==> src/hw/rtl/thrc_pkg.sv <==
// Shared types and constants of the thermostat run/rest controller.
`default_nettype none

package thrc_pkg;

    localparam int unsigned MS_PER_MINUTE = 60000;

    localparam int CFG_INDEX_W = 3;
    localparam int CFG_DATA_W  = 12;

    typedef enum logic [CFG_INDEX_W-1:0] {
        CFG_HVAC_MODE        = 3'd0,
        CFG_HEAT_SETPOINT    = 3'd1,
        CFG_COOL_SETPOINT    = 3'd2,
        CFG_SWING            = 3'd3,
        CFG_MIN_RUN_MINUTES  = 3'd4,
        CFG_MIN_REST_MINUTES = 3'd5,
        CFG_HEAT_ACTIVE_HIGH = 3'd6,
        CFG_COOL_ACTIVE_HIGH = 3'd7
    } cfg_index_t;

    localparam logic [1:0] MODE_OFF       = 2'd0;
    localparam logic [1:0] MODE_HEAT      = 2'd1;
    localparam logic [1:0] MODE_COOL      = 2'd2;
    localparam logic [1:0] MODE_HEAT_COOL = 2'd3;

    localparam logic [1:0] STATE_WAITING = 2'd0;
    localparam logic [1:0] STATE_HEATING = 2'd1;
    localparam logic [1:0] STATE_COOLING = 2'd2;
    localparam logic [1:0] STATE_PENDING = 2'd3;

    typedef struct packed {
        logic        [1:0]  hvac_mode;
        logic signed [11:0] heat_setpoint;
        logic signed [11:0] cool_setpoint;
        logic        [7:0]  swing;
        logic        [7:0]  min_run_minutes;
        logic        [7:0]  min_rest_minutes;
        logic               heat_active_high;
        logic               cool_active_high;
    } cfg_t;

    typedef struct packed {
        logic signed [11:0] temperature;
        logic        [31:0] now_ms;
        logic               door_lockout;
    } in_item_t;

    typedef struct packed {
        logic [1:0] hvac_state;
        logic       heat_relay;
        logic       cool_relay;
        logic       motion_ack;
    } out_item_t;

endpackage

`default_nettype wire

==> src/hw/rtl/thrc_cfg_regs.sv <==
// Configuration register file of the thermostat run/rest controller.
`default_nettype none

module thrc_cfg_regs
    import thrc_pkg::*;
(
    input  wire logic                   clk,
    input  wire logic                   rst_n,
    input  wire logic                   cfg_valid,
    input  wire logic [CFG_INDEX_W-1:0] cfg_index,
    input  wire logic [CFG_DATA_W-1:0]  cfg_data,
    output cfg_t                        cfg
);

    cfg_t cfg_reg;
    cfg_t cfg_next;

    always_comb
    begin
        cfg_next = cfg_reg;
        if (cfg_valid)
        begin
            case (cfg_index_t'(cfg_index))
                CFG_HVAC_MODE:        cfg_next.hvac_mode        = cfg_data[1:0];
                CFG_HEAT_SETPOINT:    cfg_next.heat_setpoint    = $signed(cfg_data[11:0]);
                CFG_COOL_SETPOINT:    cfg_next.cool_setpoint    = $signed(cfg_data[11:0]);
                CFG_SWING:            cfg_next.swing            = cfg_data[7:0];
                CFG_MIN_RUN_MINUTES:  cfg_next.min_run_minutes  = cfg_data[7:0];
                CFG_MIN_REST_MINUTES: cfg_next.min_rest_minutes = cfg_data[7:0];
                CFG_HEAT_ACTIVE_HIGH: cfg_next.heat_active_high = cfg_data[0];
                CFG_COOL_ACTIVE_HIGH: cfg_next.cool_active_high = cfg_data[0];
                default:              cfg_next = cfg_reg;
            endcase
        end
    end

    always_ff @(posedge clk or negedge rst_n)
    begin
        if (!rst_n)
        begin
            cfg_reg.hvac_mode        <= MODE_OFF;
            cfg_reg.heat_setpoint    <= 12'sd500;
            cfg_reg.cool_setpoint    <= 12'sd850;
            cfg_reg.swing            <= 8'd10;
            cfg_reg.min_run_minutes  <= 8'd5;
            cfg_reg.min_rest_minutes <= 8'd5;
            cfg_reg.heat_active_high <= 1'b1;
            cfg_reg.cool_active_high <= 1'b1;
        end
        else
        begin
            cfg_reg <= cfg_next;
        end
    end

    assign cfg = cfg_reg;

endmodule

`default_nettype wire

==> src/hw/rtl/thrc_ctrl.sv <==
// Run/rest state machine with hysteresis, run and rest timers.
`default_nettype none

module thrc_ctrl
    import thrc_pkg::*;
(
    input  wire logic     clk,
    input  wire logic     rst_n,
    input  wire logic     step,
    input  wire in_item_t item,
    input  wire cfg_t     cfg,
    output out_item_t     result
);

    typedef enum logic [1:0] {
        WAITING = STATE_WAITING,
        HEATING = STATE_HEATING,
        COOLING = STATE_COOLING,
        PENDING = STATE_PENDING
    } run_state_t;

    run_state_t  state_reg, state_next, state_mid;
    logic [31:0] run_start_reg, run_start_next;
    logic [31:0] run_end_reg, run_end_next, run_end_mid;
    logic        rest_valid_reg, rest_valid_next, rest_valid_mid;
    logic        ack;

    logic signed [13:0] temp_x;
    logic signed [13:0] heat_hi, heat_lo, cool_hi, cool_lo;
    logic signed [13:0] swing_x;
    logic [23:0] run_min_ms, rest_min_ms;
    logic [31:0] run_elapsed, rest_elapsed;
    logic        can_heat, can_cool, locked, running_mid, run_ok, in_rest;
    logic        heat_demand, cool_demand;

    // Thresholds are exact at 14 bits.
    assign temp_x  = $signed({{2{item.temperature[11]}}, item.temperature});
    assign swing_x = $signed({6'b0, cfg.swing});
    assign heat_hi = $signed({{2{cfg.heat_setpoint[11]}}, cfg.heat_setpoint}) + swing_x;
    assign heat_lo = $signed({{2{cfg.heat_setpoint[11]}}, cfg.heat_setpoint}) - swing_x;
    assign cool_hi = $signed({{2{cfg.cool_setpoint[11]}}, cfg.cool_setpoint}) + swing_x;
    assign cool_lo = $signed({{2{cfg.cool_setpoint[11]}}, cfg.cool_setpoint}) - swing_x;

    assign run_min_ms  = 24'(cfg.min_run_minutes)  * 24'(MS_PER_MINUTE);
    assign rest_min_ms = 24'(cfg.min_rest_minutes) * 24'(MS_PER_MINUTE);

    assign can_heat = (cfg.hvac_mode == MODE_HEAT) || (cfg.hvac_mode == MODE_HEAT_COOL);
    assign can_cool = (cfg.hvac_mode == MODE_COOL) || (cfg.hvac_mode == MODE_HEAT_COOL);
    assign locked   = (cfg.hvac_mode == MODE_HEAT_COOL) && item.door_lockout;

    // Drop a run that the mode no longer allows; a dropped cooling run starts a rest.
    always_comb
    begin
        state_mid      = state_reg;
        run_end_mid    = run_end_reg;
        rest_valid_mid = rest_valid_reg;
        if (!can_heat && state_reg == HEATING)
        begin
            state_mid = WAITING;
        end
        if (!can_cool && state_reg == COOLING)
        begin
            state_mid      = WAITING;
            run_end_mid    = item.now_ms;
            rest_valid_mid = 1'b1;
        end
    end

    assign running_mid  = (state_mid == HEATING) || (state_mid == COOLING);
    assign run_elapsed  = item.now_ms - run_start_reg;
    assign rest_elapsed = item.now_ms - run_end_mid;
    assign run_ok       = running_mid && (run_elapsed >= {8'd0, run_min_ms});
    assign in_rest      = !running_mid && rest_valid_mid
                          && (rest_elapsed < {8'd0, rest_min_ms});
    assign heat_demand  = can_heat && (temp_x < heat_lo);
    assign cool_demand  = can_cool && (temp_x > cool_hi);

    always_comb
    begin
        state_next      = state_mid;
        run_start_next  = run_start_reg;
        run_end_next    = run_end_mid;
        rest_valid_next = rest_valid_mid;
        ack             = 1'b0;
        if (cfg.hvac_mode == MODE_OFF)
        begin
            state_next      = state_reg;
            run_end_next    = run_end_reg;
            rest_valid_next = rest_valid_reg;
            if (state_reg != WAITING)
            begin
                state_next      = WAITING;
                run_end_next    = item.now_ms;
                rest_valid_next = 1'b1;
                ack             = 1'b1;
            end
        end
        else
        begin
            ack = (state_mid != state_reg);
            if (state_mid == HEATING)
            begin
                if (locked || (temp_x > heat_hi && run_ok))
                begin
                    state_next      = locked ? PENDING : WAITING;
                    run_end_next    = item.now_ms;
                    rest_valid_next = 1'b1;
                    ack             = 1'b1;
                end
            end
            else if (heat_demand && locked)
            begin
                state_next = PENDING;
                ack        = 1'b1;
            end
            else if (heat_demand && !in_rest)
            begin
                state_next      = HEATING;
                run_start_next  = item.now_ms;
                run_end_next    = 32'd0;
                rest_valid_next = 1'b0;
                ack             = 1'b1;
            end
            else if (state_mid == COOLING)
            begin
                if (locked || (temp_x < cool_lo && run_ok))
                begin
                    state_next      = locked ? PENDING : WAITING;
                    run_end_next    = item.now_ms;
                    rest_valid_next = 1'b1;
                    ack             = 1'b1;
                end
            end
            else if (cool_demand && locked)
            begin
                state_next = PENDING;
                ack        = 1'b1;
            end
            else if (cool_demand && !in_rest)
            begin
                state_next      = COOLING;
                run_start_next  = item.now_ms;
                run_end_next    = 32'd0;
                rest_valid_next = 1'b0;
                ack             = 1'b1;
            end
        end
    end

    always_ff @(posedge clk or negedge rst_n)
    begin
        if (!rst_n)
        begin
            state_reg      <= WAITING;
            run_start_reg  <= 32'd0;
            run_end_reg    <= 32'd0;
            rest_valid_reg <= 1'b0;
        end
        else if (step)
        begin
            state_reg      <= state_next;
            run_start_reg  <= run_start_next;
            run_end_reg    <= run_end_next;
            rest_valid_reg <= rest_valid_next;
        end
    end

    assign result.hvac_state = 2'(state_next);
    assign result.heat_relay = (state_next == HEATING) ? cfg.heat_active_high
                                                       : ~cfg.heat_active_high;
    assign result.cool_relay = (state_next == COOLING) ? cfg.cool_active_high
                                                       : ~cfg.cool_active_high;
    assign result.motion_ack = ack;

endmodule

`default_nettype wire

==> src/hw/rtl/thermostat_run_rest_controller_core.sv <==
// Top level of the thermostat run/rest controller: request registers and core.
`default_nettype none

// Thermostat run/rest controller. Every poll request (temperature, millisecond
// time, door lockout) yields exactly one result request carrying the run
// state, both relay levels at their configured polarity and a one-poll
// acknowledge pulse. Heating starts below heat_setpoint - swing and stops
// above heat_setpoint + swing, cooling mirrors that around cool_setpoint;
// a run may be stopped by temperature only after min_run_minutes, and a new
// run waits min_rest_minutes after the end of the last one. Elapsed times
// wrap modulo 2^32 ms. Only heat-cool mode obeys the door lockout.
// Rate: one poll per clock cycle sustained while out_ready stays high; a
// poll passes through the input register, then the result register, and
// waits in the input register while an untaken result holds the result
// register. The controller makes a single compare-and-select pass, which
// reads and updates the run state between those two registers.
// The poll channel keeps accepting while a result waits to be taken, until
// both registers are full. Configuration writes are taken every cycle
// (cfg_ready is always high) and must only be issued while the block is idle.
module thermostat_run_rest_controller_core
    import thrc_pkg::*;
(
    input  wire logic                   clk,
    input  wire logic                   rst_n,
    input  wire logic                   in_valid,
    output logic                        in_ready,
    input  wire in_item_t               in_item,
    output logic                        out_valid,
    input  wire logic                   out_ready,
    output out_item_t                   out_item,
    input  wire logic                   cfg_valid,
    output logic                        cfg_ready,
    input  wire logic [CFG_INDEX_W-1:0] cfg_index,
    input  wire logic [CFG_DATA_W-1:0]  cfg_data
);

    cfg_t      cfg;
    in_item_t  in_item_reg;
    out_item_t out_item_reg;
    out_item_t result;
    logic      in_full_reg, in_full_next;
    logic      out_valid_reg, out_valid_next;
    logic      advance;
    logic      in_take;

    assign cfg_ready = 1'b1;

    thrc_cfg_regs u_cfg_regs (
        .clk       (clk),
        .rst_n     (rst_n),
        .cfg_valid (cfg_valid),
        .cfg_index (cfg_index),
        .cfg_data  (cfg_data),
        .cfg       (cfg)
    );

    // Advance the held poll whenever the result slot is free or being emptied.
    assign advance  = in_full_reg && (!out_valid_reg || out_ready);
    assign in_ready = !in_full_reg || advance;
    assign in_take  = in_valid && in_ready;

    thrc_ctrl u_ctrl (
        .clk    (clk),
        .rst_n  (rst_n),
        .step   (advance),
        .item   (in_item_reg),
        .cfg    (cfg),
        .result (result)
    );

    always_comb
    begin
        in_full_next = in_full_reg;
        if (in_take)
        begin
            in_full_next = 1'b1;
        end
        else if (advance)
        begin
            in_full_next = 1'b0;
        end

        out_valid_next = out_valid_reg;
        if (advance)
        begin
            out_valid_next = 1'b1;
        end
        else if (out_ready)
        begin
            out_valid_next = 1'b0;
        end
    end

    always_ff @(posedge clk or negedge rst_n)
    begin
        if (!rst_n)
        begin
            in_full_reg   <= 1'b0;
            out_valid_reg <= 1'b0;
        end
        else
        begin
            in_full_reg   <= in_full_next;
            out_valid_reg <= out_valid_next;
        end
    end

    // Payload registers: hold until replaced, no reset needed.
    always_ff @(posedge clk)
    begin
        if (in_take)
        begin
            in_item_reg <= in_item;
        end
        if (advance)
        begin
            out_item_reg <= result;
        end
    end

    assign out_valid = out_valid_reg;
    assign out_item  = out_item_reg;

`ifndef ASSERT_OFF
    // A full input register behind a stalled result must block new polls.
    assert property (@(posedge clk) disable iff (!rst_n)
        (in_full_reg && out_valid_reg && !out_ready) |-> !in_ready)
        else $error("poll accepted while both stages are stalled");

    // A poll that advances must show up as a result on the next cycle.
    assert property (@(posedge clk) disable iff (!rst_n)
        advance |=> out_valid)
        else $error("advanced poll produced no result");

    // Heat relay level agrees with the reported state and polarity.
    assert property (@(posedge clk) disable iff (!rst_n)
        out_valid |-> ((out_item.hvac_state == STATE_HEATING)
                       == (out_item.heat_relay == cfg.heat_active_high)))
        else $error("heat relay disagrees with state");

    // Cool relay level agrees with the reported state and polarity.
    assert property (@(posedge clk) disable iff (!rst_n)
        out_valid |-> ((out_item.hvac_state == STATE_COOLING)
                       == (out_item.cool_relay == cfg.cool_active_high)))
        else $error("cool relay disagrees with state");
`endif

endmodule

`default_nettype wire
==> config.mk <==
export PLATFORM = sky130hd
export DESIGN_NAME = thermostat_run_rest_controller_core
export DESIGN_NICKNAME = d
export VERILOG_FILES = /design/src/hw/rtl/thrc_pkg.sv /design/src/hw/rtl/thrc_cfg_regs.sv /design/src/hw/rtl/thrc_ctrl.sv /design/src/hw/rtl/thermostat_run_rest_controller_core.sv
export SDC_FILE = /design/constraint.sdc
export NUM_CORES = 1
export LEC_CHECK = 0
export ABC_AREA = 1
export ABC_CLOCK_PERIOD_IN_PS = 16200
export BUFFER_PORTS_ARGS = -buffer_cell sky130_fd_sc_hd__buf_2
export CAP_MARGIN = 20
export CELL_PAD_IN_SITES_DETAIL_PLACEMENT = 0
export CELL_PAD_IN_SITES_GLOBAL_PLACEMENT = 1
export CORE_MARGIN = 2
export CORE_UTILIZATION = 40
export DETAILED_ROUTE_END_ITERATION = 12
export PLACE_DENSITY = 0.72
export REMOVE_ABC_BUFFERS = 1
export SETUP_SLACK_MARGIN = 0.3
export SLEW_MARGIN = 40
export SYNTH_ARGS = -nofsm -noshare
export SYNTH_HDL_FRONTEND = slang
export SYNTH_SLANG_ARGS = --single-unit
==> constraint.sdc <==
create_clock -name clk -period 16.2 [get_ports clk]
set_input_delay 3.24 -clock clk [delete_from_list [all_inputs] [get_ports clk]]
set_output_delay 3.24 -clock clk [all_outputs]
set_load 0.05 [all_outputs]
== After elaboration in Yosys (flattened, before gate mapping) ==
Index checks and enable logic that the tools add are counted.

* Flip-flop bits (word level): 171
* Latch bits: 0
* RAM bits: 0
* Bits in read-only memories: 0
* Bits of input ports: 65
* Memories kept: 0

* Add/subtract/negate cells: 6
* $mul: 2
* Div/mod/pow operators: 0
* Magnitude comparators: 6
* Equality and inequality tests: 20
* Shift-type cells: 0
* Muxes and demuxes: 55
* Bitwise logic cells: 5
* Reductions and logical operators: 45

{| class="wikitable"
|+ Operators by type and width
! operator !! count
|-
| two-way mux 32 bit || 15
|-
| subtractor 32 bit || 2
|-
| multiplier 8 x 11 -> 19 bit, second input constant || 2
|-
| >= comparator 32 x 24 -> 1 bit || 1
|-
| less-than comparator 32 x 24 -> 1 bit || 1
|-
| two-way mux 1 bit || 27
|-
| adder 12 x 9 -> 13 bit || 2
|-
| greater-than comparator 12 x 13 -> 1 bit || 2
|-
| less-than comparator 12 x 13 -> 1 bit || 2
|-
| two-way mux 2 bit || 13
|-
| subtractor 12 x 9 -> 13 bit || 2
|-
| AND reduction 2 bit || 9
|-
| logical AND 1 bit || 16
|-
| equality test 3 bit, second input constant || 4
|-
| equality test 2 bit, second input constant || 5
|-
| equality test 2 x 1 -> 1 bit, second input constant || 4
|-
| nonzero test 2 bit || 4
|-
| logical OR 1 bit || 7
|-
| AND reduction 7 bit || 1
|-
| equality test 3 x 2 -> 1 bit, second input constant || 2
|-
| zero test 1 bit || 6
|-
| inverter 1 bit || 5
|-
| inequality test 2 bit, second input constant || 2
|-
| equality test 3 x 1 -> 1 bit, second input constant || 1
|-
| 4 further kinds || 4
|}

== Longest topological paths before layout ==
* Word-level depth: 22
* Gate-level depth with buffers: 41
* Gate-level depth less buffers: 40

== Hierarchy ==
Synthesis repeated with hierarchy kept, for this count alone.

* Cells, all modules: 2,852
* Area, all modules: 19,964.1 um^2

{| class="wikitable"
|+ By module, submodules not included
! module !! instances !! cells each !! area an instance (um^2)
|-
| thrc_ctrl || 1 || 2,547 || 16,194.3
|-
| thrc_cfg_regs || 1 || 241 || 2,162.1
|-
| thermostat_run_rest_controller_core || 1 || 64 || 1,607.8
|}

== Least setup slack after synthesis ==
No wires, ideal clock.

* Path type: input-to-output
* Start: input out_ready
* End: output in_ready
* Data arrival time: 3,700 ps
* Data required time: 12,960 ps
* Setup slack: 9,260 ps
* Stages on the path: 2
* Path through: inv_1 nand3_1

* Cells in the longest elaborated chain, start to end: 3

{| class="wikitable"
|+ RTL lines
! item !! line !! source
|-
| start: declaration || thermostat_run_rest_controller_core.sv:29 || <nowiki>input wire logic out_ready,</nowiki>
|-
| logical OR 1 bit || thermostat_run_rest_controller_core.sv:58 || <nowiki>assign advance = in_full_reg && (!out_valid_reg || out_ready);</nowiki>
|-
| logical AND 1 bit || thermostat_run_rest_controller_core.sv:58 ||
|-
| logical OR 1 bit || thermostat_run_rest_controller_core.sv:59 || <nowiki>assign in_ready = !in_full_reg || advance;</nowiki>
|-
| end: declaration || thermostat_run_rest_controller_core.sv:26 || <nowiki>output logic in_ready,</nowiki>
|}

Every way passes these cells.

== Worst setup path after layout ==
* Start: register u_cfg_regs.cfg_reg (netlist bit u_cfg_regs.cfg[16])
* End: register u_ctrl.run_end_reg[31]

* Cells in the longest elaborated chain, start to end: 11
* Elaborated cells between the ends (all ways): 14

{| class="wikitable"
|+ RTL lines
! item !! line !! source
|-
| start: declaration || thrc_cfg_regs.sv:15 || <nowiki>cfg_t cfg_reg;</nowiki>
|-
| start signal: assignment || thrc_cfg_regs.sv:52 || <nowiki>cfg_reg <= cfg_next;</nowiki>
|-
| multiplier 8 x 11 -> 19 bit (*) || thrc_ctrl.sv:44 || <nowiki>assign run_min_ms = 24'(cfg.min_run_minutes) * 24'(MS_PER_MINUTE);</nowiki>
|-
| >= comparator 32 x 24 -> 1 bit (*) || thrc_ctrl.sv:72 || <nowiki>assign run_ok = running_mid && (run_elapsed >= {8'd0, run_min_ms});</nowiki>
|-
| logical AND 1 bit (*) || thrc_ctrl.sv:72 ||
|-
| logical AND 1 bit || thrc_ctrl.sv:126 || <nowiki>if (locked || (temp_x < cool_lo && run_ok))</nowiki>
|-
| logical OR 1 bit || thrc_ctrl.sv:126 ||
|-
| two-way mux 32 bit || thrc_ctrl.sv:126 ||
|-
| two-way mux 32 bit || thrc_ctrl.sv:124 || <nowiki>else if (state_mid == COOLING)</nowiki>
|-
| two-way mux 32 bit || thrc_ctrl.sv:116 || <nowiki>else if (heat_demand && !in_rest)</nowiki>
|-
| two-way mux 32 bit || thrc_ctrl.sv:111 || <nowiki>else if (heat_demand && locked)</nowiki>
|-
| two-way mux 32 bit (*) || thrc_ctrl.sv:101 || <nowiki>if (state_mid == HEATING)</nowiki>
|-
| two-way mux 32 bit (*) || thrc_ctrl.sv:85 || <nowiki>if (cfg.hvac_mode == MODE_OFF)</nowiki>
|-
| end signal: assignment || thrc_ctrl.sv:163 || <nowiki>run_end_reg <= run_end_next;</nowiki>
|-
| end: declaration || thrc_ctrl.sv:24 || <nowiki>logic [31:0] run_end_reg, run_end_next, run_end_mid;</nowiki>
|}

Mark *: on every way between the ends. The rest lies on a longest branch, timed or not.
A chain may end at the register's enable or synchronous reset.

==> results <==
- The flow ran to the end, and the final reports show no timing, DRC or antenna violations.
- After detailed routing, the average wire length per cell comes to 17.33 um.
- The worst supply voltage drop on vdd is 0.1161 mV.
- Summed over all layers, the global routing overflow is 0.
- Hold is met by between 0.4 and 0.5 ns.
- For this design, the slowest cell found on the critical path is sky130_fd_sc_hd__dfrtp_1.
- STA puts the critical path data arrival time at approximately 7.6 ns.
- The first-pass iteration count of the detailed router is 6.
- The vertical die dimension is 223.0 um.
- TritonCTS created 17 clock buffers.
- In the routed layout, each cell is associated on average with a via count of 5.206.
- In this run the worst path has a maximum fanout of 35.
- For this run, the number of Yosys warnings is 0.
- The initialized floorplan defines 80 standard-cell rows.
- Post-CTS timing repair inserted 0 buffers for setup.
- The area of the core region is 0.04755 mm2.
- The primary flip-flop cell chosen by synthesis mapping is sky130_fd_sc_hd__dfrtp_1.
- The clock slew seen by the registers of the worst setup and hold paths is around 0.070 ns.
- Compared with the post-synthesis result, the final layout area differs by 8.108%.
- The first routing iteration left 1215 violations.
- The normalized max-slew margin is 0.4773.
- The fill cell total of the finished layout is 4952.
- Of the available clock period, the critical path in the final layout requires 0.4432.
- The routed design has between 50000 and 60000 um of wire.
- The register with the most flip-flops in the layout has 52 of them.
- The via total after detailed routing is 17098.
- The netlist area before placement is 0.01918 mm2.
- 73 I/O pins were placed.
- The die footprint is 0.04972 mm2.
- Of the cells placed in the final design, the portion with a size suffix greater than 1 is 0.09030.
- For the pin with the worst max-slew slack, the measured transition is 0.7840 ns.
- The count of port buffers added during placement is 71.
- The type of the most critical hold path is reg2reg.
- The worst setup path is captured at a flip-flop.
- The post-cts sizing count is 0.
- The clock tree root buffer cell is sky130_fd_sc_hd__clkbuf_16.
- The multi-input combinational cells in the finished layout cover a total of 0.01276 mm2.
- Counting flops and latches in the post-synthesis netlist gives 171.
- STA classifies the critical path startpoint as a flip-flop.
- Yosys mapped the design onto 56 distinct sky130hd cell types.
- Yosys mapped a number of flops with a built-in enable equal to 50.
- For this configuration, the core starts out at a cell density of 0.4034.
- For the worst setup path, the data required time is between 15 and 20 ns.
- In this run the deepest clock path goes through 2 buffers.
- The average cell area after synthesis is 7.344 um2.
- The via count of the first global-routing pass is between 15000 and 20000.
- The CTS tree is built.
- Setup violations remaining at the end of the flow were counted as 0.
- Clock skew on the completed layout was measured at 0.01185 ns.
- The standby leakage power is 10.68 nW.
- Across every metal layer, demand over resource in global routing totals 0.2365.
- The placer's final routability congestion estimate is ~0.89.
- Dividing total power by cell area gives a power density of 219.3 mW/mm2.
- The clock latency on the worst-skew pair is 0.49 ns.
- The number of design rule violations left after detail routing is 0.
- The max-capacitance violation count is 0.
- The largest single stage delay on the critical path is about 0.55 ns.
- The final setup TNS is 0 ns.
- CTS saw about 170 sinks.
- Buffers inserted to repair hold after CTS numbered 0.
- Based on the critical path, the design can be clocked at up to 0.1393 GHz.
- Setup repair after global routing left no endpoint under its margin.
- The die is 223.0 um wide.
- The number of nets in the layout is 3052.
- The share of the Yosys chip area taken by registers is 0.2374.
- The initial antenna violation count was 0.
- The count of pins over their slew limit is 0.
- The maximum level of the CTS H-tree is 4.
- The final hold violation count is 0.
- The detail route stage leaves a number of antenna-violating nets equal to 0.
- Entering global routing, the biggest net connects 68 pins.
- Summing all flip-flop and latch instances after layout gives about 0.0046 mm2.
- The minimum clock period after layout is 7.180 ns.
- The total half-perimeter wirelength after legalization and detailed placement is between 40000 and 50000 um.
- The worst setup path is of the reg2reg kind.
- Counting flops with an async set or reset pin after synthesis yields a share of 0.7076.
- The first global-routing pass estimated 92130 um of wire.
- The number of instances in the synthesized netlist is 2612.
- The number of diodes added for antenna fixing is 0.
routing by layer:
layer / share of wire / vias up / routed length, um / GRT usage
li1: - / 8638 / - / -
met1: 0.48 / 8074 / 27560 / 0.3266
met2: 0.46 / 334 / 26340 / 0.3919
met3: 0.039 / 52 / 2209 / 0.03161
met4: 0.014 / 0 / 807 / 0.05716
met5: 0 / - / 0 / 0
where the power goes:
group	internal [mW]	total (mW)	leakage (nW)	switching, mW
clock	0.224	0.426	0.287	0.202
combinational	1.31	3.44	8.47	2.13
sequential	0.575	0.686	1.93	0.111
layout by cell type, fill, tap and decap left out, types with 49 or more instances in the layout:
cell,count
sky130_fd_sc_hd__inv_1,430
sky130_fd_sc_hd__a21oi_1,215
sky130_fd_sc_hd__nand3_1,62
sky130_fd_sc_hd__edfxtp_1,50
sky130_fd_sc_hd__nor2_1,202
sky130_fd_sc_hd__nand2_1,513
sky130_fd_sc_hd__buf_2,70
sky130_fd_sc_hd__ha_1,282
sky130_fd_sc_hd__o21ai_0,246
sky130_fd_sc_hd__dfrtp_1,102
sky130_fd_sc_hd__xor2_1,75
sky130_fd_sc_hd__fa_1,49
critical path: cells and delay by family, from the launching register on:
family | cells | cell delay [ns]
fa+ha+maj | 6 | 2.20
compound gates | 12 | 2.11
simple gates | 13 | 1.39
buf+inv | 5 | 0.60
flops | 1 | 0.55
xor+xnor | 1 | 0.14
through the flow:
step	worst slack, ns	total power, mW	instance area, um2	util	instances
floorplan	9.260	3.264	18930	-	2557
global placement	9.175	4.070	20130	0.4235	3252
detailed placement	9.057	4.131	20150	0.4238	3252
CTS	9.027	4.587	20730	0.4361	3284
global route	8.397	5.153	20740	0.4362	3284
finish	9.020	4.548	20740	0.4362	3284
synth_stat cells (all sizes together), types with 5 or more instances:
cell type | number | area share
a31oi | 21 | 0.0068
inv | 437 | 0.086
a21o | 10 | 0.0039
a21oi | 223 | 0.060
buf | 21 | 0.0067
xnor2 | 36 | 0.016
o21ai | 272 | 0.073
o21bai | 23 | 0.0090
dfstp | 19 | 0.026
nor3 | 26 | 0.0073
dfrtp | 102 | 0.13
nor4 | 5 | 0.0020
nand3 | 66 | 0.018
xor2 | 75 | 0.034
clkbuf | 34 | 0.0067
nor2 | 209 | 0.042
nand2 | 531 | 0.11
ha | 282 | 0.18
o22ai | 23 | 0.014
or2 | 33 | 0.011
nand3b | 6 | 0.0023
nand4 | 21 | 0.0078
a211oi | 6 | 0.0023
edfxtp | 50 | 0.078
fa | 49 | 0.051
area by class of cell:
type	instances	area share
Timing Repair Buffer	80	0.02070
Tap cell	615	0.03711
Inverter	438	0.07928
Multi-Input combinational cell	1948	0.6152
Clock inverter	13	0.006215
Clock buffer	19	0.02190
Sequential cell	171	0.2196
cell families (layout without fill, tap and decap cells):
| logic type | Yosys count | in the layout | synth area share |
|---|---|---|---|
| XOR/XNOR | 111 | 111 | 0.05068 |
| AND/OR/NAND/NOR | 907 | 907 | 0.1999 |
| adder cells (fa/ha/maj) | 331 | 331 | 0.2351 |
| AO/OA/AOI/OAI | 598 | 598 | 0.1777 |
| other | 1 | 1 | 0.0001955 |
| buffers and inverters | 493 | 550 | 0.09908 |
| flip-flops | 171 | 171 | 0.2374 |
final timing paths:
check / cells past startpoint / endpoint / slack, ns / from
max: 37 / u_ctrl.run_end_reg[31] / 9.02 / u_cfg_regs.cfg[16]
max reg2reg: 37 / u_ctrl.run_end_reg[31] / 9.02 / u_cfg_regs.cfg[16]
max in group asynchronous: 2 / u_cfg_regs.cfg[26] / 12.16 / rst_n
min reg2reg: 2 / u_ctrl.run_end_reg[21] / 0.48 / u_ctrl.run_end_reg[21]
min in group asynchronous: 1 / u_ctrl.run_end_reg[6] / 2.77 / rst_n
min: 2 / u_ctrl.run_end_reg[21] / 0.48 / u_ctrl.run_end_reg[21]
Note: power is estimated with default switching activity, not from simulation.
